$ cat src/sv/g4bp_pkg.sv
package g4bp_pkg;

  localparam int PanelWidth  = 256;
  localparam int PanelHeight = 128;
  localparam int RowBytes    = 16;
  localparam int FrameBytes  = 4096;
  localparam int AddrW       = 12;
  localparam int FillW       = 13;

  typedef enum logic [3:0] {
    OP_CLEAR = 4'd0,
    OP_PIXEL = 4'd1,
    OP_HLINE = 4'd2,
    OP_VLINE = 4'd3,
    OP_RECT  = 4'd4,
    OP_FILL  = 4'd5,
    OP_RLEB  = 4'd6,
    OP_RLEE  = 4'd7,
    OP_READ  = 4'd8
  } op_e;

  typedef enum logic [3:0] {
    ST_IDLE,
    ST_CLEAR,
    ST_SPAN_SETUP,
    ST_SPAN_RD,
    ST_SPAN_WAIT,
    ST_SPAN_WR,
    ST_RUN,
    ST_READ_WAIT,
    ST_DONE,
    ST_INIT
  } state_e;

  // controller -> datapath
  typedef struct packed {
    logic       latch;      // capture the command word
    logic       clr_init;   // reset sweep address
    logic       clr_step;   // write one clear byte, advance
    logic       clr_zero;   // sweep writes zero (after reset)
    logic       span_load;  // set up span number span_sel
    logic [2:0] span_sel;   // 0..3 outline edges, 4 fill row
    logic       rd_px;      // issue read of current pixel's byte
    logic       wr_px;      // write modified byte, step pixel
    logic       rle_in;     // process an rle byte (phase update)
    logic       run_step;   // write one run byte
    logic       rle_end;    // report and reset load state
    logic       rd_addr;    // issue readback read
    logic       res_ok;     // present result
    logic       row_next;   // fill: next row
  } ctl_t;

  // datapath -> controller
  typedef struct packed {
    logic clr_last;
    logic span_empty;   // set-up span has no pixel
    logic span_last;    // current pixel is last of span
    logic run_start;    // rle value byte starts a run
    logic run_last;
    logic rows_done;    // fill: row index past end
    logic rect_ok;      // w>0 && h>0
  } sts_t;

endpackage

$ cat src/sv/g4bp_ctrl.sv
module g4bp_ctrl (
  input  logic           clk_i,
  input  logic           rst_ni,
  input  logic           start_i,
  input  logic [3:0]     operation_i,
  input  g4bp_pkg::sts_t sts_i,
  output g4bp_pkg::ctl_t ctl_o,
  output logic           busy_o
);
  g4bp_pkg::state_e state_q, state_d;
  logic [3:0] op_q;
  logic [2:0] span_q, span_d;
  logic       byte_q;

  always_ff @(posedge clk_i or negedge rst_ni) begin
    if (!rst_ni) begin
      state_q <= g4bp_pkg::ST_INIT;
      op_q    <= '0;
      span_q  <= '0;
      byte_q  <= 1'b0;
    end else begin
      state_q <= state_d;
      span_q  <= span_d;
      if (state_q == g4bp_pkg::ST_IDLE && start_i) begin
        op_q   <= operation_i;
        byte_q <= 1'b1;
      end else begin
        byte_q <= 1'b0;
      end
    end
  end

  // span after the current one finishes
  logic [2:0] nxt_span;
  logic       more_span;
  always_comb begin
    nxt_span  = span_q;
    more_span = 1'b0;
    case (op_q)
      g4bp_pkg::OP_RECT: begin
        more_span = (span_q < 3'd3);
        nxt_span  = span_q + 3'd1;
      end
      g4bp_pkg::OP_FILL: begin
        more_span = 1'b1;
        nxt_span  = 3'd4;
      end
      default: ;
    endcase
  end

  always_comb begin
    ctl_o   = '0;
    state_d = state_q;
    span_d  = span_q;
    ctl_o.span_sel = span_q;
    case (state_q)
      // zero both planes once after reset
      g4bp_pkg::ST_INIT: begin
        ctl_o.clr_step = 1'b1;
        ctl_o.clr_zero = 1'b1;
        if (sts_i.clr_last) state_d = g4bp_pkg::ST_IDLE;
      end
      g4bp_pkg::ST_IDLE: begin
        if (start_i) begin
          ctl_o.latch = 1'b1;
          state_d = g4bp_pkg::ST_SPAN_SETUP;
          case (operation_i)
            g4bp_pkg::OP_CLEAR: begin
              ctl_o.clr_init = 1'b1;
              state_d = g4bp_pkg::ST_CLEAR;
            end
            g4bp_pkg::OP_PIXEL, g4bp_pkg::OP_HLINE: span_d = 3'd0;
            g4bp_pkg::OP_VLINE: span_d = 3'd2;
            g4bp_pkg::OP_RECT:  span_d = 3'd0;
            g4bp_pkg::OP_FILL:  span_d = 3'd4;
            g4bp_pkg::OP_RLEB:  state_d = g4bp_pkg::ST_RUN;
            g4bp_pkg::OP_READ:  state_d = g4bp_pkg::ST_READ_WAIT;
            default:            state_d = g4bp_pkg::ST_DONE;
          endcase
        end
      end
      g4bp_pkg::ST_CLEAR: begin
        ctl_o.clr_step = 1'b1;
        if (sts_i.clr_last) state_d = g4bp_pkg::ST_DONE;
      end
      g4bp_pkg::ST_SPAN_SETUP: begin
        if ((op_q == g4bp_pkg::OP_RECT && !sts_i.rect_ok) ||
            (op_q == g4bp_pkg::OP_FILL && (!sts_i.rect_ok || sts_i.rows_done))) begin
          state_d = g4bp_pkg::ST_DONE;
        end else if (sts_i.span_empty) begin
          if (more_span && op_q == g4bp_pkg::OP_RECT) span_d = nxt_span;
          else if (op_q == g4bp_pkg::OP_FILL) ctl_o.row_next = 1'b1;
          else state_d = g4bp_pkg::ST_DONE;
        end else begin
          ctl_o.span_load = 1'b1;
          state_d = g4bp_pkg::ST_SPAN_RD;
        end
      end
      g4bp_pkg::ST_SPAN_RD: begin
        ctl_o.rd_px = 1'b1;
        state_d = g4bp_pkg::ST_SPAN_WAIT;
      end
      g4bp_pkg::ST_SPAN_WAIT: state_d = g4bp_pkg::ST_SPAN_WR;
      g4bp_pkg::ST_SPAN_WR: begin
        ctl_o.wr_px = 1'b1;
        if (!sts_i.span_last) begin
          state_d = g4bp_pkg::ST_SPAN_RD;
        end else if (op_q == g4bp_pkg::OP_FILL) begin
          ctl_o.row_next = 1'b1;
          state_d = g4bp_pkg::ST_SPAN_SETUP;
        end else if (more_span && op_q == g4bp_pkg::OP_RECT) begin
          span_d  = nxt_span;
          state_d = g4bp_pkg::ST_SPAN_SETUP;
        end else begin
          state_d = g4bp_pkg::ST_DONE;
        end
      end
      g4bp_pkg::ST_RUN: begin
        // first cycle: phase update; then one byte a cycle for a run
        if (byte_q) begin
          ctl_o.rle_in = 1'b1;
          if (!sts_i.run_start) state_d = g4bp_pkg::ST_DONE;
        end else begin
          ctl_o.run_step = 1'b1;
          if (sts_i.run_last) state_d = g4bp_pkg::ST_DONE;
        end
      end
      g4bp_pkg::ST_READ_WAIT: begin
        ctl_o.rd_addr = 1'b1;
        state_d = g4bp_pkg::ST_DONE;
      end
      g4bp_pkg::ST_DONE: begin
        if (op_q == g4bp_pkg::OP_RLEE && byte_q) ctl_o.rle_end = 1'b1;
        else begin
          ctl_o.res_ok = 1'b1;
          state_d = g4bp_pkg::ST_IDLE;
        end
      end
      default: state_d = g4bp_pkg::ST_IDLE;
    endcase
  end

  assign busy_o = (state_q != g4bp_pkg::ST_IDLE);

`ifndef NO_ASSERTIONS
  a_latch_idle: assert property (@(posedge clk_i) disable iff (!rst_ni)
    ctl_o.latch |-> state_q == g4bp_pkg::ST_IDLE)
    else $error("latch while busy");
  a_wr_after_rd: assert property (@(posedge clk_i) disable iff (!rst_ni)
    ctl_o.wr_px |-> $past(ctl_o.rd_px, 2))
    else $error("write without read");
  a_res_idle: assert property (@(posedge clk_i) disable iff (!rst_ni)
    ctl_o.res_ok |=> state_q == g4bp_pkg::ST_IDLE)
    else $error("result not final");
`endif
endmodule

$ cat config.mk
export PLATFORM = sky130hd
export DESIGN_NAME = g4bp_ctrl
export DESIGN_NICKNAME = d
export VERILOG_FILES = /design/src/sv/g4bp_pkg.sv /design/src/sv/g4bp_ctrl.sv
export SDC_FILE = /design/constraint.sdc
export NUM_CORES = 1
export LEC_CHECK = 0
export BUFFER_PORTS_ARGS = -buffer_cell sky130_fd_sc_hd__buf_4
export CORE_AREA = 8 8 67 55
export CTS_CLUSTER_DIAMETER = 150
export CTS_CLUSTER_SIZE = 12
export DETAILED_ROUTE_END_ITERATION = 8
export DIE_AREA = 0 0 75 63
export GPL_ROUTABILITY_DRIVEN = 0
export GPL_TIMING_DRIVEN = 0
export PLACE_DENSITY = 0.76
export SLEW_MARGIN = 10
export SYNTH_ARGS = -nofsm -noshare
export SYNTH_HDL_FRONTEND = slang
export SYNTH_SLANG_ARGS = --single-unit
$ cat constraint.sdc
create_clock -name clk_i -period 2.8 [get_ports clk_i]
set_clock_uncertainty 0.15 [all_clocks]
set_input_delay 0.28 -clock clk_i [delete_from_list [all_inputs] [get_ports clk_i]]
set_output_delay 0.28 -clock clk_i [all_outputs]
set_load 0.02 [all_outputs]
==> impl_results.md, run 1 <==
* Setup Fix Bufs, Post-CTS at 0
* Xor/xnor cell area share of the yosys netlist at 0
* Main combinational cell family by area after synthesis: simple AND/OR/NAND/NOR gates
* VDD IR-drop max at approximately 330 uV
* Global-route wire length before repair at ~5500 microns
* Post-synth EDFFs at 0
* Vias per cell at 5.683
* Ports at 31
* Drt drc at 0
* Crit Path Max Fanout at 10
* Pwr Total at approximately 1.3 mW
* CTS resizes at 0
* Critical path class: reg2out
* Critical path cell sequence: buf_2 -> nor4_1 -> nand2_1 -> nor2b_1 -> buf_4
* Mapped Avg Cell Area at around 8.3 sq um
* FF+latch count, synth at 12
* Die Ht at 63 microns
* N_diodes at 0
* Hold Path Class: in2reg
* Gr usage total at 0.1444
* R2r setup slk at 0.67 ns
* Nets at between 150 and 200
* Max clock buf depth at 2
* Final setup TNS at 0 ns
* Commonest non-fill, non-tap cell in the layout: buf_4
* Cell leakage power at roughly 0.6 nW
* Fillers at between 200 and 300
* CTS tree: yes
* Crit end category: primary output
* Number of global-route vias before repair at roughly 1200
* Syn-to-layout area delta at 29.72%
* Largest net degree at the start of global routing at 13
* H-tree depth at 1
* Final Hold Vio Count at 0
* Slew @ Worst Pin at roughly 0.49 ns
* Syn nets at around 140
* RSZ-0062 raised after global routing: false
* Synth Area in Compound Gates at 0.2739
* Utilization after layout at 0.5155
* Worst R2R End: span_q[1]
* Critical path data arrival time at around 2.1 ns
* Synth Cell Area at between 1000 and 1500 sq um
* Setup-failing EPs final at 0
* Initial Util at 0.3974
* Worst Setup Start Kind: flip-flop
* Placed insts at 197
* Hold endpoint: op_q[0]
* Status: complete, no violations
* Clk slew on worst S/H paths at 0.08 ns
* Router iterations before antenna repair at 4
* Antenna-violating nets left at 0
* Hold Path Depth at 2
* Slew margin rel. at 0.6708
* Vias at roughly 1100
* Die area at around 4700 sq um
* Critical path's slowest cell: nor4_1
* Synth Instances at roughly 130
* Worst EP required at 2.37 ns
* Skew-Pair Late Insertion Delay at 0.28 ns
* Max-slew violation count at 0
* Yosys warns at 0
* Initial antenna violation count at 0
* Post-synthesis mux area share at 0.04196
* Synth unique cells at 51
* Layout cells sized above 1 at 0.2927
* CTS root buf: clkbuf_4
* R2R cell count at 5
* Overflow after GRT at 0
* Sequential area share after synthesis at 0.2821
* Adder-Cell Fraction of Synth Area at 0.01166
* Most used DFF post-synth: dfrtp_1
* Final cycle utilization of the critical path at 0.8947
* Initial drt markers at between 90 and 100
* CP top delay family: simple AND/OR/NAND/NOR gates
* Drt wl/cell at between 15 and 20 microns
* RR Startpoint: op_q[1]
* PwrDens at around 910 nW/um^2
* Die width at between 70 and 80 microns
* Hold Startpoint: operation_i[0]
* Most frequent cells in the layout: buf_4, nor2_1, nand2_1, a21oi_1, dfrtp_1
* Post-route insts no fill at ~200
* Max-cap viol count at 0
* # rows at 17
* Post-layout min period at 2.505 ns
* Port Buffer Count at 30
* Core area at 2701 sq um
* FFs w/ async S/R, synth at 1.000
* WP buf/inv at 2
* Routed wire length at 3156 microns
* Fmax at 0.3992 GHz
* Largest stage delay on the critical path at approximately 0.48 ns
* CTS buffer count at 3
* Hpwl dp at between 2000 and 2500 microns
* Clk sinks at 12
* Post-Synth Simple-Gate Area at 0.3380
## worst max path at each step
stage,from,end,cells after the start
after floorplan,state_q[0],ctl_o[12],4
after global placement,state_q[1],ctl_o[14],5
after detailed placement,state_q[1],ctl_o[14],5
after CTS,state_q[1],ctl_o[14],5
after global routing,state_q[1],ctl_o[14],5
final,state_q[1],ctl_o[14],5
## area by class of cell
cell class / instances / area (sq um) / area share
flip-flops and latches: 12 / 302.8 / 0.2174
clock buffers: 4 / 36.28 / 0.02606
multi-input cells: 106 / 714.4 / 0.5130
well taps: 38 / 47.55 / 0.03414
inverters: 4 / 15.01 / 0.01078
plain buffers: 7 / 41.29 / 0.02965
repair buffers: 31 / 235.2 / 0.1689
## state kept, by name (all words and copies together), names as in the netlist
signal	count
span_q	3
state_q	4
op_q	4
byte_q	1
## timing repair
action | CTS | global route
hold buffers | 1 | 0
endpoints found under the hold margin | 12 | 0
endpoints found under the setup margin | 0 | 0
## per-layer routing
metal / up-vias / part of all wire / GRT usage
met5: - / 0 / 0
met4: 0 / 0.016 / 0.07561
met3: 7 / 0.074 / 0.03846
met2: 38 / 0.49 / 0.2274
met1: 550 / 0.43 / 0.1710
li1: 553 / - / -
## cell families after synthesis
kind of cell / count (synthesis)
AOI/OAI and AO/OA: 38
adders and majority gates: 1
buffers and inverters: 11
DFF: 12
muxes: 4
and+or+nand+nor: 63
## stage by stage
stage	hold slack [ns]	setup slack (ns)	cell area, sq um
floorplan	-0.1656	0.5736	1074
global placement	-0.02039	0.6649	1346
detailed placement	-0.01765	0.6344	1346
CTS	0.1307	0.3178	1393
global route	0.1455	0.1203	1393
finish	0.1302	0.2948	1393
## synthesized netlist by cell type (3+ instances only)
master    instances  area, sq um
o21ai_0           6        30.03
buf_2             3        15.01
nor3_1            8        40.04
nor2b_1           7        43.79
nor2_1           14        52.55
a21oi_1          10        50.05
dfrtp_1          10        250.2
nand2_1          10        37.54
and2_1            5        31.28
nand3b_1          4        30.03
mux2_1            4        45.04
inv_1             4        15.01
o21ai_1           3        15.01
## worst register-to-register path: stages, from the launching register on
cell	delay, ns
dfrtp_1	0.41
or3b_4	0.44
a2111oi_4	0.35
o22ai_2	0.18
nor2_2	0.16
mux2_1	0.33
## report_power, final
group	switching, mW	internal [mW]	leakage (nW)
Clock	0.0638	0.0791	0.0210
Sequential	0.111	0.257	0.144
Combinational	0.427	0.332	0.440
Power figures use the tool's default switching activity.
==> inputs of run 2 (changes only) <==
--- a/config.mk
+++ b/config.mk
@@ -15,2 +15,3 @@
 export GPL_TIMING_DRIVEN = 0
+export HOLD_SLACK_MARGIN = 0.1
 export PLACE_DENSITY = 0.76
==> constraint.sdc (replaced) <==
create_clock -name clk_i -period 2.8 [get_ports clk_i]
set_clock_uncertainty 0.15 [all_clocks]
set_input_delay 0.14 -clock clk_i [delete_from_list [all_inputs] [get_ports clk_i]]
set_output_delay 0.14 -clock clk_i [all_outputs]
set_load 0.02 [all_outputs]
==> impl_results.md, run 2 (synthesis results as in run 1) <==
* Critical path class: reg2out
* Crit path launch: state_q[1]
* CTS root buf: clkbuf_4
* Antenna-violating nets left at 0 (unchanged)
* Critical path cell sequence: buf_2 -> nor4_1 -> nand2_1 -> nor2b_1 -> buf_4
* Router iterations before antenna repair at 4 (unchanged)
* VDD IR-drop max at 330.8 uV (-0.34%)
* Most frequent cells in the layout: buf_4, nor2_1, nand2_1, a21oi_1, dfrtp_1
* Number of global-route vias before repair at 1233 (-0.081%)
* Drt wl/cell at 15.63 microns (about the same)
* H-tree depth at 1 (unchanged)
* Commonest non-fill, non-tap cell in the layout: buf_4
* Critical path data arrival time at 2.09 ns (about the same)
* Clk sinks at 12 (unchanged)
* PwrDens at 890.4 nW/um^2 (-2.4%)
* Hold Path Class: in2reg
* Register Area at 302.8 sq um (unchanged)
* Vias per cell at 5.689 (+0.11%)
* Fillers at 265 (-1.5%)
* WP buf/inv at 2 (unchanged)
* Worst Setup Start Kind: flip-flop
* Post-route insts no fill at 206 (+2.0%)
* Final cycle utilization of the critical path at 0.8516 (-0.04315)
* RR Startpoint: state_q[1]
* N_diodes at 0 (unchanged)
* Regs by FF count: op_q (4), state_q (4), span_q (3)
* Status: complete, no violations
* Largest stage delay on the critical path at 0.48 ns (about the same)
* Hold Startpoint: sts_i[2]
* Post-DP Area at 1346 sq um (unchanged)
* Critical path's slowest cell: nor4_1
* Cell leakage power at 0.6218 nW (+2.8%)
* Largest net degree at the start of global routing at 11 (-2)
* Pwr Total at 1.276 mW (+0.41%)
* Clk slew on worst S/H paths at 0.08 ns (about the same)
* Max-cap viol count at 0 (unchanged)
* Vias at 1172 (+2.1%)
* Crit Path Max Fanout at 10 (unchanged)
* Nets at 184 (+2.2%)
* Layout cells sized above 1 at 0.2857 (-0.006969)
* Placed insts at 197 (unchanged)
* CP top delay family: simple AND/OR/NAND/NOR gates
* Final worst slack at 0.4156 ns (+0.1208 ns)
* Die area at 4725 sq um (unchanged)
* Max clock buf depth at 2 (unchanged)
* Ports at 31 (unchanged)
* Final Cell Area at 1433 sq um (+2.9%)
* Global-route wire length before repair at 5609 microns (+1.6%)
* Routed wire length at 3220 microns (+2.0%)
* Skew-Pair Late Insertion Delay at 0.28 ns (about the same)
* Hpwl dp at 2476 microns (unchanged)
* Post-layout min period at 2.384 ns (-0.1208 ns)
* Final setup TNS at 0 ns (unchanged)
* Initial drt markers at 79 (-17%)
* Die width at 75 microns (unchanged)
* Initial Util at 0.3974 (unchanged)
* CTS buffer count at 3 (unchanged)
* Place WS at 0.7167 ns (+0.08225 ns)
* Crit end category: primary output
* Core area at 2701 sq um (unchanged)
* Max-slew violation count at 0 (unchanged)
* CTS tree: yes
* Port Buffer Count at 30 (unchanged)
* Slew @ Worst Pin at 0.4899 ns (+0.0006414 ns)
* RSZ-0062 raised after global routing: false
* Gr usage total at 0.1472 (+0.002874)
* Initial antenna violation count at 0 (unchanged)
* Area occupied by multi-input gates at 714.4 sq um (unchanged)
* Final Hold Vio Count at 0 (unchanged)
* Die Ht at 63 microns (unchanged)
* Fmax at 0.4194 GHz (+5.1%)
* Syn-to-layout area delta at 33.45%
* # rows at 17 (unchanged)
* Drt drc at 0 (unchanged)
* Slew margin rel. at 0.6704 (about the same)
* Setup-failing EPs final at 0 (unchanged)
* Worst EP required at 2.51 ns (+0.14 ns)
* Overflow after GRT at 0 (unchanged)
-- run 2: timing repair --
item | 4_1_cts | 5_1_grt
endpoints found under the hold margin | 15 | 0
hold buffers | 5 | 0
buffers inserted | 0 | 0
resized for setup | 0 | 0
-- run 2: metal layers --
| metal | GRT usage | part of all wire |
|---|---|---|
| met1 | 0.1774 | 0.42 |
| met2 | 0.2306 | 0.47 |
| met3 | 0.03205 | 0.076 |
| met4 | 0.08293 | 0.032 |
| met5 | 0 | 0 |
-- run 2: worst min-delay path: stages --
cell and delay [ns]:
buf_4 0.11, nor2_1 0.08, o21ai_1 0.12, nand2_1 0.07
-- run 2: report_power, final --
group | switching, mW | internal [mW] | total, mW | leakage (nW)
Sequential | 0.111 | 0.257 | 0.368 | 0.144
Clock | 0.0648 | 0.0791 | 0.144 | 0.0210
Combinational | 0.427 | 0.336 | 0.763 | 0.457
Total | 0.603 | 0.672 | 1.28 | 0.622
-- run 2: metrics by stage --
stage,utilization,hold slack [ns]
after global placement,0.4984,-0.1604
after floorplan,-,-0.3056
after CTS,0.5303,0.1149
final,0.5303,0.1176
after detailed placement,0.4984,-0.1576
after global routing,0.5303,0.1544
-- run 2: layout make-up --
class,instances,share of cell area
plain buffers,7,0.02882
inverters,4,0.01048
multi-input cells,106,0.4987
clock buffers,4,0.02533
repair buffers,35,0.1921
flip-flops and latches,12,0.2114
well taps,38,0.03319
-- run 2: final timing paths --
path                         endpoint  slack, ns  cells after the start
max reg2reg                   op_q[1]       0.67                      4
min                        state_q[2]       0.12                      4
min reg2reg                   op_q[2]       0.40                      2
min in group asynchronous  state_q[3]       0.20                      2
max in group asynchronous  state_q[2]       1.40                      3
max                         ctl_o[14]       0.42                      5
